==> config.mk <==
export PLATFORM = sky130hd
export DESIGN_NAME = interval_moving_average
export DESIGN_NICKNAME = d
export VERILOG_FILES = /design/src/hdl/ima_pkg.sv /design/src/hdl/interval_moving_average.sv /design/src/hdl/ima_divider.sv
export SDC_FILE = /design/constraint.sdc
export NUM_CORES = 1
export LEC_CHECK = 0
export ABC_AREA = 1
export CAP_MARGIN = 20
export CORE_ASPECT_RATIO = 2
export CORE_MARGIN = 2
export CORE_UTILIZATION = 60
export CTS_CLUSTER_SIZE = 28
export DETAILED_ROUTE_END_ITERATION = 7
export DONT_BUFFER_PORTS = 1
export MAX_ROUTING_LAYER = met4
export PLACE_DENSITY = 0.76
export REMOVE_ABC_BUFFERS = 1
export SLEW_MARGIN = 20
export SYNTH_ARGS = -nofsm -noshare
export SYNTH_HDL_FRONTEND = slang
export SYNTH_SLANG_ARGS = --single-unit
==> constraint.sdc <==
create_clock -name clk -period 7.95 [get_ports clk]
set_clock_uncertainty 0.05 [all_clocks]
set_input_delay 1.59 -clock clk [delete_from_list [all_inputs] [get_ports clk]]
set_output_delay 1.59 -clock clk [all_outputs]
set_load 0.05 [all_outputs]
==> src/hdl/ima_pkg.sv <==
// ----------------------------------------------------------------------------
// ima_pkg
// shared types and constants of the interval moving average block
// ----------------------------------------------------------------------------
package ima_pkg;

  localparam int WINDOW_LEN = 10;
  localparam int INTERVAL_W = 20;
  localparam int TIME_W     = 32;
  localparam int COUNT_W    = $clog2(WINDOW_LEN + 1);
  localparam int IDX_W      = (WINDOW_LEN > 1) ? $clog2(WINDOW_LEN) : 1;
  localparam int SUM_W      = INTERVAL_W + COUNT_W;
  localparam int DIV_CNT_W  = $clog2(SUM_W);
  localparam int CFG_AW     = 3;

  localparam logic [INTERVAL_W-1:0] MIN_INTERVAL_RST = INTERVAL_W'(1000);
  localparam logic [INTERVAL_W-1:0] MAX_INTERVAL_RST = INTERVAL_W'(15 * 60 * 1000);

  // register select, taken from the word address bit
  localparam logic REG_MIN_INTERVAL = 1'b0;
  localparam logic REG_MAX_INTERVAL = 1'b1;

  typedef enum logic [1:0] {
    CMD_MARK   = 2'd0,
    CMD_RECORD = 2'd1,
    CMD_CLEAR  = 2'd2
  } ima_cmd_t;

  typedef enum logic [2:0] {
    ST_IDLE,
    ST_EXEC,
    ST_CLAMP,
    ST_WINDOW,
    ST_DIV_GO,
    ST_DIVIDE,
    ST_DONE
  } ima_state_t;

  typedef struct packed {
    logic busy;
    logic done;
  } ima_div_status_t;

endpackage

==> src/hdl/interval_moving_average.sv <==
// ----------------------------------------------------------------------------
// interval_moving_average
// windowed moving average of the intervals between timestamped events
// ----------------------------------------------------------------------------
// usage
//   input stream: in_tuser carries the command (mark, record, clear), in_tdata
//   the 32-bit millisecond timestamp. every input transfer yields exactly one
//   output transfer with the current average, the window fill and a flag in
//   out_tuser that is set when a record event added a sample.
//   apb port: min_interval_ms at 0x0, max_interval_ms at 0x4, 20 bits each;
//   write only while no event is in flight.
// sequencing
//   mark, clear, unused codes and records without a mark or a later time:
//   execute, done, output register; records past the maximum add a clamp step;
//   accepted records add clamp, window, div_go and divide steps, the bit-serial
//   divider giving one quotient bit per cycle over the 24-bit window sum. one
//   event is in work at a time; in_tready is high only in idle, so the next
//   input transfer can follow in the cycle after the result is loaded.
// reset
//   synchronous, active low: no mark, empty window, average zero, registers
//   back to 1000 and 900000.
// stall
//   a finished result waits in the output register; the sequencer holds its
//   last step until out_tready frees that register.
// ----------------------------------------------------------------------------
module interval_moving_average (
  input  logic                            clk,
  input  logic                            rst_n,
  // input stream
  input  logic                            in_tvalid,
  output logic                            in_tready,
  input  logic [31:0]                     in_tdata,   // [31:0] now_ms
  input  logic [1:0]                      in_tuser,   // [1:0] command
  // result stream
  output logic                            out_tvalid,
  input  logic                            out_tready,
  output logic [23:0]                     out_tdata,  // [19:0] average_ms, [23:20] sample_count
  output logic                            out_tuser,  // [0] accepted
  // configuration
  input  logic                            cfg_psel,
  input  logic                            cfg_penable,
  input  logic                            cfg_pwrite,
  input  logic [ima_pkg::CFG_AW-1:0]      cfg_paddr,
  input  logic [31:0]                     cfg_pwdata,
  output logic [31:0]                     cfg_prdata,
  output logic                            cfg_pready
);

  localparam int IW = ima_pkg::INTERVAL_W;
  localparam int TW = ima_pkg::TIME_W;

  // configuration registers
  logic [IW-1:0]                   min_r;
  logic [IW-1:0]                   max_r;
  logic                            cfg_wr;

  // sequencer
  ima_pkg::ima_state_t             state_r, state_nxt;
  ima_pkg::ima_cmd_t               cmd_r;
  logic [TW-1:0]                   now_r;
  logic [TW-1:0]                   diff_r, diff_nxt;
  logic [TW:0]                     diff_full;
  logic [TW-1:0]                   clamped;
  logic [IW-1:0]                   elapsed_r, elapsed_nxt;
  logic                            took_r, took_nxt;

  // window state
  logic [TW-1:0]                   mark_r, mark_nxt;
  logic [IW-1:0]                   ring_mem [ima_pkg::WINDOW_LEN];
  logic [IW-1:0]                   oldest_r;
  logic [ima_pkg::IDX_W-1:0]       head_r, head_nxt;
  logic [ima_pkg::COUNT_W-1:0]     fill_r, fill_nxt;
  logic [ima_pkg::SUM_W-1:0]       sum_r, sum_nxt;
  logic [IW-1:0]                   mean_r, mean_nxt;
  logic                            window_full;

  // output register
  logic                            out_valid_r, out_valid_nxt;
  logic [IW-1:0]                   out_avg_r;
  logic [3:0]                      out_cnt_r;
  logic                            out_acc_r;
  logic                            out_load;

  // divider
  logic                            div_start;
  ima_pkg::ima_div_status_t        div_status;
  logic [ima_pkg::SUM_W-1:0]       div_quo;

  // ---------------------------------------------------------------- config
  assign cfg_pready = 1'b1;
  assign cfg_wr     = cfg_psel & cfg_penable & cfg_pwrite & cfg_pready;
  assign cfg_prdata = (cfg_paddr[2] == ima_pkg::REG_MAX_INTERVAL) ? 32'(max_r) : 32'(min_r);

  always_ff @(posedge clk) begin
    if (!rst_n) begin
      min_r <= ima_pkg::MIN_INTERVAL_RST;
      max_r <= ima_pkg::MAX_INTERVAL_RST;
    end else if (cfg_wr) begin
      unique case (cfg_paddr[2])
        ima_pkg::REG_MIN_INTERVAL: min_r <= cfg_pwdata[IW-1:0];
        ima_pkg::REG_MAX_INTERVAL: max_r <= cfg_pwdata[IW-1:0];
        default:                   min_r <= min_r;
      endcase
    end
  end

  // ---------------------------------------------------------------- datapath
  // borrow in the top bit means the clock lies before the mark
  assign diff_full   = {1'b0, now_r} - {1'b0, mark_r};
  // short intervals are raised to the minimum
  assign clamped     = (diff_r < TW'(min_r)) ? TW'(min_r) : diff_r;
  assign window_full = (fill_r == ima_pkg::COUNT_W'(ima_pkg::WINDOW_LEN));

  assign in_tready = (state_r == ima_pkg::ST_IDLE);
  assign out_load  = (state_r == ima_pkg::ST_DONE) && (!out_valid_r || out_tready);
  assign div_start = (state_r == ima_pkg::ST_DIV_GO);

  always_comb begin
    state_nxt   = state_r;
    diff_nxt    = diff_r;
    elapsed_nxt = elapsed_r;
    took_nxt    = took_r;
    mark_nxt    = mark_r;
    head_nxt    = head_r;
    fill_nxt    = fill_r;
    sum_nxt     = sum_r;
    mean_nxt    = mean_r;
    unique case (state_r)
      ima_pkg::ST_IDLE: begin
        took_nxt = 1'b0;
        if (in_tvalid) begin
          state_nxt = ima_pkg::ST_EXEC;
        end
      end
      ima_pkg::ST_EXEC: begin
        state_nxt = ima_pkg::ST_DONE;
        case (cmd_r)
          ima_pkg::CMD_MARK: begin
            mark_nxt = now_r;
          end
          ima_pkg::CMD_RECORD: begin
            diff_nxt = diff_full[TW-1:0];
            // needs a mark and time strictly past it
            if (mark_r != '0 && !diff_full[TW] && diff_full[TW-1:0] != '0) begin
              state_nxt = ima_pkg::ST_CLAMP;
            end
          end
          ima_pkg::CMD_CLEAR: begin
            mark_nxt = '0;
            head_nxt = '0;
            fill_nxt = '0;
            sum_nxt  = '0;
            mean_nxt = '0;
          end
          default: begin
            state_nxt = ima_pkg::ST_DONE;
          end
        endcase
      end
      ima_pkg::ST_CLAMP: begin
        mark_nxt    = now_r;
        elapsed_nxt = clamped[IW-1:0];
        // idle time beyond the maximum only moves the mark
        if (clamped > TW'(max_r)) begin
          state_nxt = ima_pkg::ST_DONE;
        end else begin
          state_nxt = ima_pkg::ST_WINDOW;
        end
      end
      ima_pkg::ST_WINDOW: begin
        took_nxt = 1'b1;
        if (window_full) begin
          sum_nxt = sum_r - ima_pkg::SUM_W'(oldest_r) + ima_pkg::SUM_W'(elapsed_r);
        end else begin
          sum_nxt  = sum_r + ima_pkg::SUM_W'(elapsed_r);
          fill_nxt = fill_r + 1'b1;
        end
        if (head_r == ima_pkg::IDX_W'(ima_pkg::WINDOW_LEN - 1)) begin
          head_nxt = '0;
        end else begin
          head_nxt = head_r + 1'b1;
        end
        state_nxt = ima_pkg::ST_DIV_GO;
      end
      ima_pkg::ST_DIV_GO: begin
        state_nxt = ima_pkg::ST_DIVIDE;
      end
      ima_pkg::ST_DIVIDE: begin
        if (div_status.done) begin
          mean_nxt  = div_quo[IW-1:0];
          state_nxt = ima_pkg::ST_DONE;
        end
      end
      ima_pkg::ST_DONE: begin
        if (out_load) begin
          state_nxt = ima_pkg::ST_IDLE;
        end
      end
      default: begin
        state_nxt = ima_pkg::ST_IDLE;
      end
    endcase
  end

  always_comb begin
    out_valid_nxt = out_valid_r;
    if (out_load) begin
      out_valid_nxt = 1'b1;
    end else if (out_tready) begin
      out_valid_nxt = 1'b0;
    end
  end

  always_ff @(posedge clk) begin
    if (!rst_n) begin
      state_r     <= ima_pkg::ST_IDLE;
      took_r      <= 1'b0;
      mark_r      <= '0;
      head_r      <= '0;
      fill_r      <= '0;
      sum_r       <= '0;
      mean_r      <= '0;
      out_valid_r <= 1'b0;
    end else begin
      state_r     <= state_nxt;
      took_r      <= took_nxt;
      mark_r      <= mark_nxt;
      head_r      <= head_nxt;
      fill_r      <= fill_nxt;
      sum_r       <= sum_nxt;
      mean_r      <= mean_nxt;
      out_valid_r <= out_valid_nxt;
    end
    diff_r    <= diff_nxt;
    elapsed_r <= elapsed_nxt;
    if (in_tvalid && in_tready) begin
      cmd_r <= ima_pkg::ima_cmd_t'(in_tuser);
      now_r <= in_tdata;
    end
    if (out_load) begin
      out_avg_r <= mean_r;
      out_cnt_r <= 4'(fill_r);
      out_acc_r <= took_r;
    end
  end

  // ring of the last intervals; the slot at the head is the oldest once full
  always_ff @(posedge clk) begin
    oldest_r <= ring_mem[head_r];
    if (state_r == ima_pkg::ST_WINDOW) begin
      ring_mem[head_r] <= elapsed_r;
    end
  end

  // ---------------------------------------------------------------- divider
  ima_divider u_divider (
    .clk      (clk),
    .rst_n    (rst_n),
    .start    (div_start),
    .dividend (sum_r),
    .divisor  (fill_r),
    .status   (div_status),
    .quotient (div_quo)
  );

  assign out_tvalid = out_valid_r;
  assign out_tdata  = {out_cnt_r, out_avg_r};
  assign out_tuser  = out_acc_r;

`ifndef SYNTH
  a_fill_bound: assert property (@(posedge clk) disable iff (!rst_n)
    fill_r <= ima_pkg::COUNT_W'(ima_pkg::WINDOW_LEN))
    else $error("window fill beyond window length");

  a_head_bound: assert property (@(posedge clk) disable iff (!rst_n)
    head_r < ima_pkg::IDX_W'(ima_pkg::WINDOW_LEN))
    else $error("ring head out of range");

  a_div_nonzero: assert property (@(posedge clk) disable iff (!rst_n)
    div_start |-> fill_r != '0)
    else $error("divider started with an empty window");

  a_div_owned: assert property (@(posedge clk) disable iff (!rst_n)
    div_status.done |-> state_r == ima_pkg::ST_DIVIDE)
    else $error("divider finished outside the divide step");

  a_acc_count: assert property (@(posedge clk) disable iff (!rst_n)
    out_load && took_r |-> fill_r != '0)
    else $error("accepted sample with empty window");
`endif

endmodule

==> src/hdl/ima_divider.sv <==
// ----------------------------------------------------------------------------
// ima_divider
// restoring divider, one quotient bit per cycle
// ----------------------------------------------------------------------------
module ima_divider (
  input  logic                            clk,
  input  logic                            rst_n,
  input  logic                            start,
  input  logic [ima_pkg::SUM_W-1:0]       dividend,
  input  logic [ima_pkg::COUNT_W-1:0]     divisor,
  output ima_pkg::ima_div_status_t        status,
  output logic [ima_pkg::SUM_W-1:0]       quotient
);

  logic                              busy_r, busy_nxt;
  logic                              done_r, done_nxt;
  logic [ima_pkg::DIV_CNT_W-1:0]     cnt_r, cnt_nxt;
  logic [ima_pkg::SUM_W-1:0]         quo_r, quo_nxt;
  logic [ima_pkg::COUNT_W-1:0]       rem_r, rem_nxt;
  logic [ima_pkg::COUNT_W-1:0]       div_r, div_nxt;
  logic [ima_pkg::COUNT_W:0]         rem_shift;
  logic [ima_pkg::COUNT_W+1:0]       trial;

  // shift in next dividend bit and try a subtract
  assign rem_shift = {rem_r, quo_r[ima_pkg::SUM_W-1]};
  assign trial     = {1'b0, rem_shift} - {2'b00, div_r};

  always_comb begin
    busy_nxt = busy_r;
    done_nxt = 1'b0;
    cnt_nxt  = cnt_r;
    quo_nxt  = quo_r;
    rem_nxt  = rem_r;
    div_nxt  = div_r;
    if (start) begin
      busy_nxt = 1'b1;
      cnt_nxt  = ima_pkg::DIV_CNT_W'(ima_pkg::SUM_W - 1);
      quo_nxt  = dividend;
      rem_nxt  = '0;
      div_nxt  = divisor;
    end else if (busy_r) begin
      if (trial[ima_pkg::COUNT_W+1]) begin
        rem_nxt = rem_shift[ima_pkg::COUNT_W-1:0];
        quo_nxt = {quo_r[ima_pkg::SUM_W-2:0], 1'b0};
      end else begin
        rem_nxt = trial[ima_pkg::COUNT_W-1:0];
        quo_nxt = {quo_r[ima_pkg::SUM_W-2:0], 1'b1};
      end
      cnt_nxt = cnt_r - 1'b1;
      if (cnt_r == '0) begin
        busy_nxt = 1'b0;
        done_nxt = 1'b1;
      end
    end
  end

  always_ff @(posedge clk) begin
    if (!rst_n) begin
      busy_r <= 1'b0;
      done_r <= 1'b0;
      cnt_r  <= '0;
    end else begin
      busy_r <= busy_nxt;
      done_r <= done_nxt;
      cnt_r  <= cnt_nxt;
    end
    quo_r <= quo_nxt;
    rem_r <= rem_nxt;
    div_r <= div_nxt;
  end

  assign status.busy = busy_r;
  assign status.done = done_r;
  assign quotient    = quo_r;

endmodule
==> flow_summary.toml, run 1 <==
[status]
status = "finished, final reports clean"

[logic_synthesis]
synth_top_flop_cell = "edfxtp_1"
synth_seq_cells = 499
synth_seq_area_share_pct = 53.5
synth_async_sr_flop_share_pct = 0
synthesis.area_per_instance_sq_um = 9.26
post_synth_instance_area_sq_um = 25000
synth_warnings = 0
gate_count_of_the_mapped_netlist = 2699
synth-edff-count = 339
netlist-cell-type-count = 56

[setup_path]
cp.arrival_ns = 5.15
worstPathMaxFanout = 40
path_common_cell = "nand2_1"
crit_chain = "ha_1 > a21boi_0 > o211ai_1 > nand2_1 > nand4_1 > o211ai_1 > nand4_1 > o211ai_1 > nand2_1 > nand2_2 > o21ai_0 > ha_1 > nand2_1 > nor4_1 > nand4_1 > nand3_1 > nand2_1 > nor2_1 > nand2_1 > nand2_1 > a21oi_2"
critical_path.max_stage_delay_ns = 0.87
critPathSlowestCell = "nor4_1"
cp_data_required_time_ns = 8.34
crit_type = "reg -> reg"
critical_path.startpoint_type = "register"
worstSetupEndpointType = "register"

[floorplan]
chipHeight_um = 293
dieArea_sq_um = 43400
die_width_um = 148
fp-row-count = 105
fp.coreArea_sq_um = 41100
floorplan.io_pins = 136
start_util_pct = 60.8

[sta]
setup_total_negative_slack_ns = 0
max_transition_margin_pct = 18.2
min_period_ns = 4.76
clock.fmax_mhz = 210
grt_setup_unrepaired = "false"
finalHoldViolCount = 0
hold_slack_ns = 0.380
worstMarginPinSlew_ns = 1.22
finalWorstSetupSlack_ns = 3.19
maxSlewViolCount = 0
report.final.setup_viol = 0
final_min_period_over_clock_period_pct = 59.8

[pwr]
internal_power_mw = 5.35
power_density_nw_per_um2 = 328
comb_power_share_pct = 37.2
power.static_leakage_nw = 11.0
switchingPower_mw = 3.49
vdd_drop_max_mv = 0.315
p_sw_share_pct = 39.5
pwr-share-seq_pct = 40.0
part_of_the_total_power_dissipated_in_the_clock_network_pct = 22.8

[finish]
nFillCells = 3254
post-route-cell-area_sq_um = 26900
antenna_cells = 0
postLayoutCoreUtil_pct = 65.5
layout-drive-gt1-share_pct = 5.99
synthToLayoutAreaGrowth_pct = 7.78
final_nets = 2912

[routing]
routed_wire_length_per_instance_um = 21.4
drc_violations_left = 0
drt-total-wl_mm = 69.7
num_vias = 19100
route.detailed.vias_per_inst = 5.87
detail_route.iter0.violations = 1045
first_pass_detailed_route_iteration_total = 7
detail-route-antenna-nets = 0

[placed_design]
post_dp_cell_area_sq_um = 25600
gpl.final_weighted_congestion = 0.978
detailedPlacementHpwl_mm = 52.6
io_buffer_count = 0
detailedPlace.worstSlack_ns = 2.93

[global_route]
total_gr_overflow = 0
grt_start_max_net_pins = 64
initial_antenna_violation_count = 0
gr-usage-all-layers_pct = 33.3
first_global_vias = 19800
grt_first_pass_wirelength_mm = 106

[min_path]
class_of_the_worst_hold_path = "reg -> reg"

[clock_tree]
cts_max_path_buffers = 3
clk_transition_reported_paths_ns = 0.07
tritoncts.num_buffers = 44
postCtsResizedCells = 0
count_of_hold_buffers_inserted_by_post_cts_repair = 0
post-cts-setup-buffers = 0
cts_tree = "built"
clk-insertion-delay-late_ns = 0.58
clock-sinks = 499
cts-root-buf = "clkbuf_16"
ctsHtreeMaxLevel = 2

[flow_run]
maximum_capacitance_violations = 0
-- final timing paths --
check                                    end  startpoint  cells past startpoint  slack [ns]
worst max-delay path              state_r[2]   diff_r[1]                     21        3.19
worst min-delay path            out_avg_r[2]   mean_r[2]                      0        0.38
worst max register to register    state_r[2]   diff_r[1]                     21        3.19
worst min register to register  out_avg_r[2]   mean_r[2]                      0        0.38
-- cell families (layout without fill, tap and decap cells) --
logic type / count (synthesis) / in the layout / share of synthesized area, %
adders and majority gates: 148 / 148 / 8.10
DFF: 499 / 499 / 53.5
and+or+nand+nor: 935 / 935 / 16.2
AOI/OAI and AO/OA: 591 / 591 / 13.5
buffers and inverters: 500 / 512 / 7.71
other: 2 / 13 / 0.0300
xor gates and xnor gates: 24 / 24 / 0.841
-- final cells by class --
cell class / count / area, sq um / area share [%]
tap: 535 / 669 / 2.48
timing repair buffer: 30 / 245 / 0.910
multi-input combinational: 1711 / 9800 / 36.4
inverter: 402 / 1510 / 5.61
clock inverter: 17 / 143 / 0.529
clock buffer: 63 / 1190 / 4.43
sequential: 499 / 13400 / 49.7
-- synth_stat cells (12+ instances only) --
library cell  count  area (sq um)
a211oi_1         34           255
a21oi_1         263          1320
a22oi_1          80           601
buf_4            13          97.6
clkbuf_1         76           285
dfxtp_1         160          3200
edfxtp_1        339         10200
fa_1             23           460
ha_1            125          1560
inv_1           389          1460
inv_2            12          45.0
nand2_1         482          1810
nand2_2          16           100
nand3_1         130           651
nand4_1          25           156
nor2_1          171           642
nor3_1           40           200
nor4_1           15          93.8
o21ai_0         158           791
or3_1            20           125
xor2_1           13           114
-- metrics by stage --
| step | std cells | power (mW) |
|---|---|---|
| floorplan | 2612 | 5.79 |
| global placement | 3173 | 6.74 |
| detailed placement | 3176 | 6.83 |
| CTS | 3256 | 8.85 |
| global route | 3257 | 9.39 |
| finish | 3257 | 8.85 |
-- metal layers --
metal	GRT usage [%]	vias up	share of wire, %
met2	65.1	685	57
met5	-	-	0
met1	27.4	9003	30
li1	-	9151	-
met3	4.77	283	4.8
met4	23.8	0	8.3
-- sequential cells by signal (all words and copies together) (netlist names), 5 cells and up --
signal              count
ring_mem              200
diff_r                 32
mark_r                 32
now_r                  32
sum_r                  24
u_divider.quotient     24
elapsed_r              20
max_r                  20
mean_r                 20
min_r                  20
oldest_r               20
out_avg_r              20
u_divider.cnt_r         5
-- layout by cell type (no fill, tap or decap), types with 18 or more instances in the layout --
master     synthesis  final
clkbuf_16          0     44
dfxtp_1          160    160
buf_4             13     27
or3_1             20     20
edfxtp_1         339    339
inv_1            389    388
nor2_2            11     18
nand4_1           25     25
fa_1              23     23
ha_1             125    125
a22oi_1           80     80
nor2_1           171    163
o21ai_1            5     25
a21oi_1          263    263
nand3_1          130    130
nand2_1          482    480
o21ai_0          158    138
nor3_1            40     33
a211oi_1          34     34
-- power groups by stage --
stage                     clock (mW)  sequential (mW)  combinational [mW]
final                           2.02             3.54                3.29
after global placement             0             3.57                3.17
after CTS                       2.05             3.53                3.27
after floorplan                    0             3.49                2.30
after global routing            2.15             3.57                3.67
after detailed placement           0             3.59                3.24
-- critical path: cells and delay by family (launching register included) --
kind,cells,cell delay (ns)
adder cells (fa/ha/maj),2,0.62
AO/OA/AOI/OAI,6,0.91
AND/OR/NAND/NOR,13,2.64
flip-flops,1,0.40
Note: power is estimated with default switching activity, not from simulation.
==> inputs of run 2 (changes only) <==
- CORE_UTILIZATION: 60 -> 58
- clock period: 7.95 -> 4 ns (I/O delays scaled with it)
==> run 2 against run 1 <==
  * Sequential share of layout area down 1.1 points
  * Cell count up 1.6%
  * Register-to-register slack worse by 2.9 ns
  * Critical path type unchanged
  * Highest routed layer unchanged
==> flow_summary.toml, run 2 (synthesis gave the netlist of run 1 again) <==
[status]
status = "finished, final reports clean"

[routing]
routed_wire_length_per_instance_um = 21.2
detail-route-antenna-nets = 0
first_pass_detailed_route_iteration_total = 5
detail_route.iter0.violations = 1116
drt-total-wl_mm = 70.2
num_vias = 19300
route.detailed.vias_per_inst = 5.83
drc_violations_left = 0

[sta]
hold_slack_ns = 0.276
max_transition_margin_pct = 23.0
min_period_ns = 3.75
worstMarginPinSlew_ns = 1.15
finalHoldViolCount = 0
grt_setup_unrepaired = "true"
report.final.setup_viol = 0
clock.fmax_mhz = 267
maxSlewViolCount = 0
final_min_period_over_clock_period_pct = 93.7
setup_total_negative_slack_ns = 0
finalWorstSetupSlack_ns = 0.253

[pwr]
vdd_drop_max_mv = 0.612
final_total_power_mw = 18.2
power_density_nw_per_um2 = 660
power.static_leakage_nw = 11.4

[setup_path]
cp_data_required_time_ns = 4.45
worstPathMaxFanout = 32
worstSetupEndpointType = "register"
critical_path.startpoint_type = "register"
cp.arrival_ns = 4.20
crit_type = "reg -> reg"

[finish]
post-route-cell-area_sq_um = 27600
nFillCells = 3430
multi_input_area_sq_um = 9850
layout-drive-gt1-share_pct = 8.32
post_layout_nonfiller_instances = 3309
layout_commonest_cell = "nand2_1"
final_nets = 2952
mostFrequentLayoutCells = "nand2_1 (480), inv_1 (388), edfxtp_1 (339)"
synthToLayoutAreaGrowth_pct = 10.3
register_area_sq_um = 13400
largest_reg_flops = 200
max_flop_register = "ring_mem"
postLayoutCoreUtil_pct = 64.8

[global_route]
grt_first_pass_wirelength_mm = 106
grt_start_max_net_pins = 64
initial_antenna_violation_count = 0
first_global_vias = 20000
gr-usage-all-layers_pct = 32.1
total_gr_overflow = 0

[min_path]
class_of_the_worst_hold_path = "in -> reg"

[clock_tree]
clk-insertion-delay-late_ns = 0.57
post-cts-setup-buffers = 0
cts_max_path_buffers = 3
cts_tree = "built"
tritoncts.num_buffers = 43
clk_transition_reported_paths_ns = 0.07
ctsHtreeMaxLevel = 2
count_of_hold_buffers_inserted_by_post_cts_repair = 0
cts-root-buf = "clkbuf_16"
clock-sinks = 499

[placed_design]
post_dp_cell_area_sq_um = 25900
io_buffer_count = 0
detailedPlace.worstSlack_ns = 0.170
detailedPlacementHpwl_mm = 54.5
post-place-cells = 3228
gpl.final_weighted_congestion = 0.989

[floorplan]
dieArea_sq_um = 44900
chipHeight_um = 298
floorplan.io_pins = 136
start_util_pct = 58.7
fp.coreArea_sq_um = 42600
fp-row-count = 107
die_width_um = 151

[flow_run]
maximum_capacitance_violations = 0
[run 2: final timing paths]
| kind | end | from | depth (start not counted) | slack (ns) |
|---|---|---|---|---|
| min reg2reg | out_avg_r[17] | mean_r[17] | 0 | 0.38 |
| min | now_r[8] | in_tdata[8] | 0 | 0.28 |
| max | state_r[2] | diff_r[1] | 26 | 0.25 |
| max reg2reg | state_r[2] | diff_r[1] | 26 | 0.25 |
[run 2: metal layers]
layer | vias to the layer above | GRT usage [%] | part of all wire (%)
li1 | 9235 | - | -
met1 | 9076 | 26.0 | 30
met2 | 671 | 62.3 | 57
met3 | 293 | 4.66 | 4.5
met4 | 0 | 23.3 | 8.8
met5 | - | - | 0
[run 2: final cells by class]
class	count	area share, %
clock buffer	59	4.49
inverter	402	5.48
multi-input combinational	1711	35.7
antenna	1	0.00908
sequential	499	48.5
clock inverter	21	1.14
tap	545	2.47
timing repair buffer	71	2.13
[run 2: worst max-delay path: stages (launching register included)]
cell	delay, ns
edfxtp_1	0.39
ha_1	0.27
a21boi_2	0.15
o211ai_1	0.15
nand2_1	0.09
nand4_1	0.07
o211ai_1	0.13
nand4_1	0.15
o211ai_1	0.13
nand2_1	0.11
nand2_2	0.08
buf_12	0.17
nand2_1	0.06
o21ai_0	0.11
ha_1	0.34
nand4_1	0.24
nor3_2	0.25
nand2_1	0.09
nand2_1	0.07
nand2_1	0.05
nand2_1	0.08
nand3_1	0.08
nand2_1	0.08
nor2_1	0.05
nand2_1	0.07
nand2_1	0.06
a21oi_2	0.11
[run 2: where the power goes]
part / total, mW / leakage (nW) / internal, mW / switching [mW]
Clock: 4.53 / 0.751 / 2.64 / 1.89
Sequential: 6.89 / 4.39 / 6.46 / 0.437
Combinational: 6.76 / 6.21 / 2.11 / 4.66
Total: 18.2 / 11.4 / 11.2 / 6.98
[run 2: what timing repair did]
item,CTS,global route
resized for setup,0,25
endpoints found under the hold margin,0,0
endpoints found under the setup margin,0,3
==> inputs of run 3 (changes only) <==
- RECOVER_POWER: not set -> 25
==> run 3 against run 2 <==
  * Utilization shrank 0.13 points
  * Critical path depth stayed put
  * Critical endpoint unchanged
  * Maximum frequency up 0.16%
==> flow_summary.toml, run 3 (synthesis gave the netlist of run 1 again) <==
[clock_tree]
ctsHtreeMaxLevel = 2
clock-sinks = 499
cts_tree = "built"
cts-root-buf = "clkbuf_16"
clk_transition_reported_paths_ns = 0.07
clk-insertion-delay-late_ns = 0.57
cts_max_path_buffers = 3
count_of_hold_buffers_inserted_by_post_cts_repair = 0
post-cts-setup-buffers = 0
tritoncts.num_buffers = 43
postCtsResizedCells = 0

[pwr]
vdd_drop_max_mv = 0.613
power_density_nw_per_um2 = 660
final_total_power_mw = 18.2
power.static_leakage_nw = 11.3

[setup_path]
worstSetupEndpointType = "register"
path_buf_inv = 1
timing.critical_path.from = "diff_r[1]"
cp_data_required_time_ns = 4.45
critical_path.startpoint_type = "register"
regToRegStartpoint = "diff_r[1]"
cp.arrival_ns = 4.19
critical_path.max_stage_delay_ns = 0.39
crit_type = "reg -> reg"
path_common_cell = "nand2_1"
worstPathMaxFanout = 32
critPathSlowestCell = "edfxtp_1"
cpLargestDelayFamily = "simple AND/OR/NAND/NOR gates"

[min_path]
min-delay-start = "in_tdata[8]"
class_of_the_worst_hold_path = "in -> reg"

[finish]
nFillCells = 3447
multi_input_area_sq_um = 9850
register_area_sq_um = 13400
postLayoutCoreUtil_pct = 64.6
largest_reg_flops = 200
max_flop_register = "ring_mem"
layout_commonest_cell = "nand2_1"
post_layout_nonfiller_instances = 3309
synthToLayoutAreaGrowth_pct = 10.1
layout-drive-gt1-share_pct = 7.78
final_nets = 2952
mostFrequentLayoutCells = "nand2_1 (480), inv_1 (388), edfxtp_1 (339)"

[sta]
report.final.setup_viol = 0
maxSlewViolCount = 0
finalHoldViolCount = 0
grt_setup_unrepaired = "true"
clock.fmax_mhz = 267
min_period_ns = 3.74
final_min_period_over_clock_period_pct = 93.5
finalWorstSetupSlack_ns = 0.259
max_transition_margin_pct = 23.1
setup_total_negative_slack_ns = 0
worstMarginPinSlew_ns = 1.15

[routing]
detail-route-antenna-nets = 0
detail_route.iter0.violations = 1086
route.detailed.vias_per_inst = 5.83
routed_wire_length_per_instance_um = 21.2
drt-total-wl_mm = 70.1
num_vias = 19300
drc_violations_left = 0
first_pass_detailed_route_iteration_total = 5

[placed_design]
detailedPlace.worstSlack_ns = 0.170
post-place-cells = 3228
gpl.final_weighted_congestion = 0.989
detailedPlacementHpwl_mm = 54.5
io_buffer_count = 0

[status]
status = "finished, final reports clean"

[floorplan]
start_util_pct = 58.7
dieArea_sq_um = 44900
fp.coreArea_sq_um = 42600
die_width_um = 151
chipHeight_um = 298
floorplan.io_pins = 136
fp-row-count = 107

[global_route]
grt_start_max_net_pins = 64
total_gr_overflow = 0
first_global_vias = 20000
initial_antenna_violation_count = 0
grt_first_pass_wirelength_mm = 106
gr-usage-all-layers_pct = 32.1

[flow_run]
maximum_capacitance_violations = 0
run 3: per-stage QoR:
stage / hold slack, ns / area (sq um)
floorplan: 0.359 / 24600
finish: 0.278 / 27500
global route: 0.257 / 27500
global placement: 0.364 / 25900
detailed placement: 0.365 / 25900
CTS: 0.249 / 27500
run 3: per-layer routing:
layer  GRT usage [%]  wire (um)
met1            26.0      21000
met2            62.3      39800
met3            4.66       3160
met4            23.3       6240
met5               -          0
run 3: final cells by class:
class,count,area share [%]
clock inverter,21,1.15
multi-input combinational,1711,35.8
timing repair buffer,71,1.93
sequential,499,48.6
inverter,402,5.49
tap,545,2.48
antenna,1,0.00910
clock buffer,59,4.50
run 3: report_power, final:
group          leakage (nW)  internal, mW  total, mW  switching (mW)
clock network         0.751          2.64       4.52            1.88
registers              4.39          6.46       6.90           0.437
logic                  6.16          2.08       6.74            4.66
run 3: path summary, 6_finish.rpt:
path         slack, ns       endpoint  cells past startpoint
max reg2reg       0.26     state_r[2]                     26
max               0.26     state_r[2]                     26
min               0.28       now_r[8]                      0
min reg2reg       0.38  out_avg_r[17]                      0
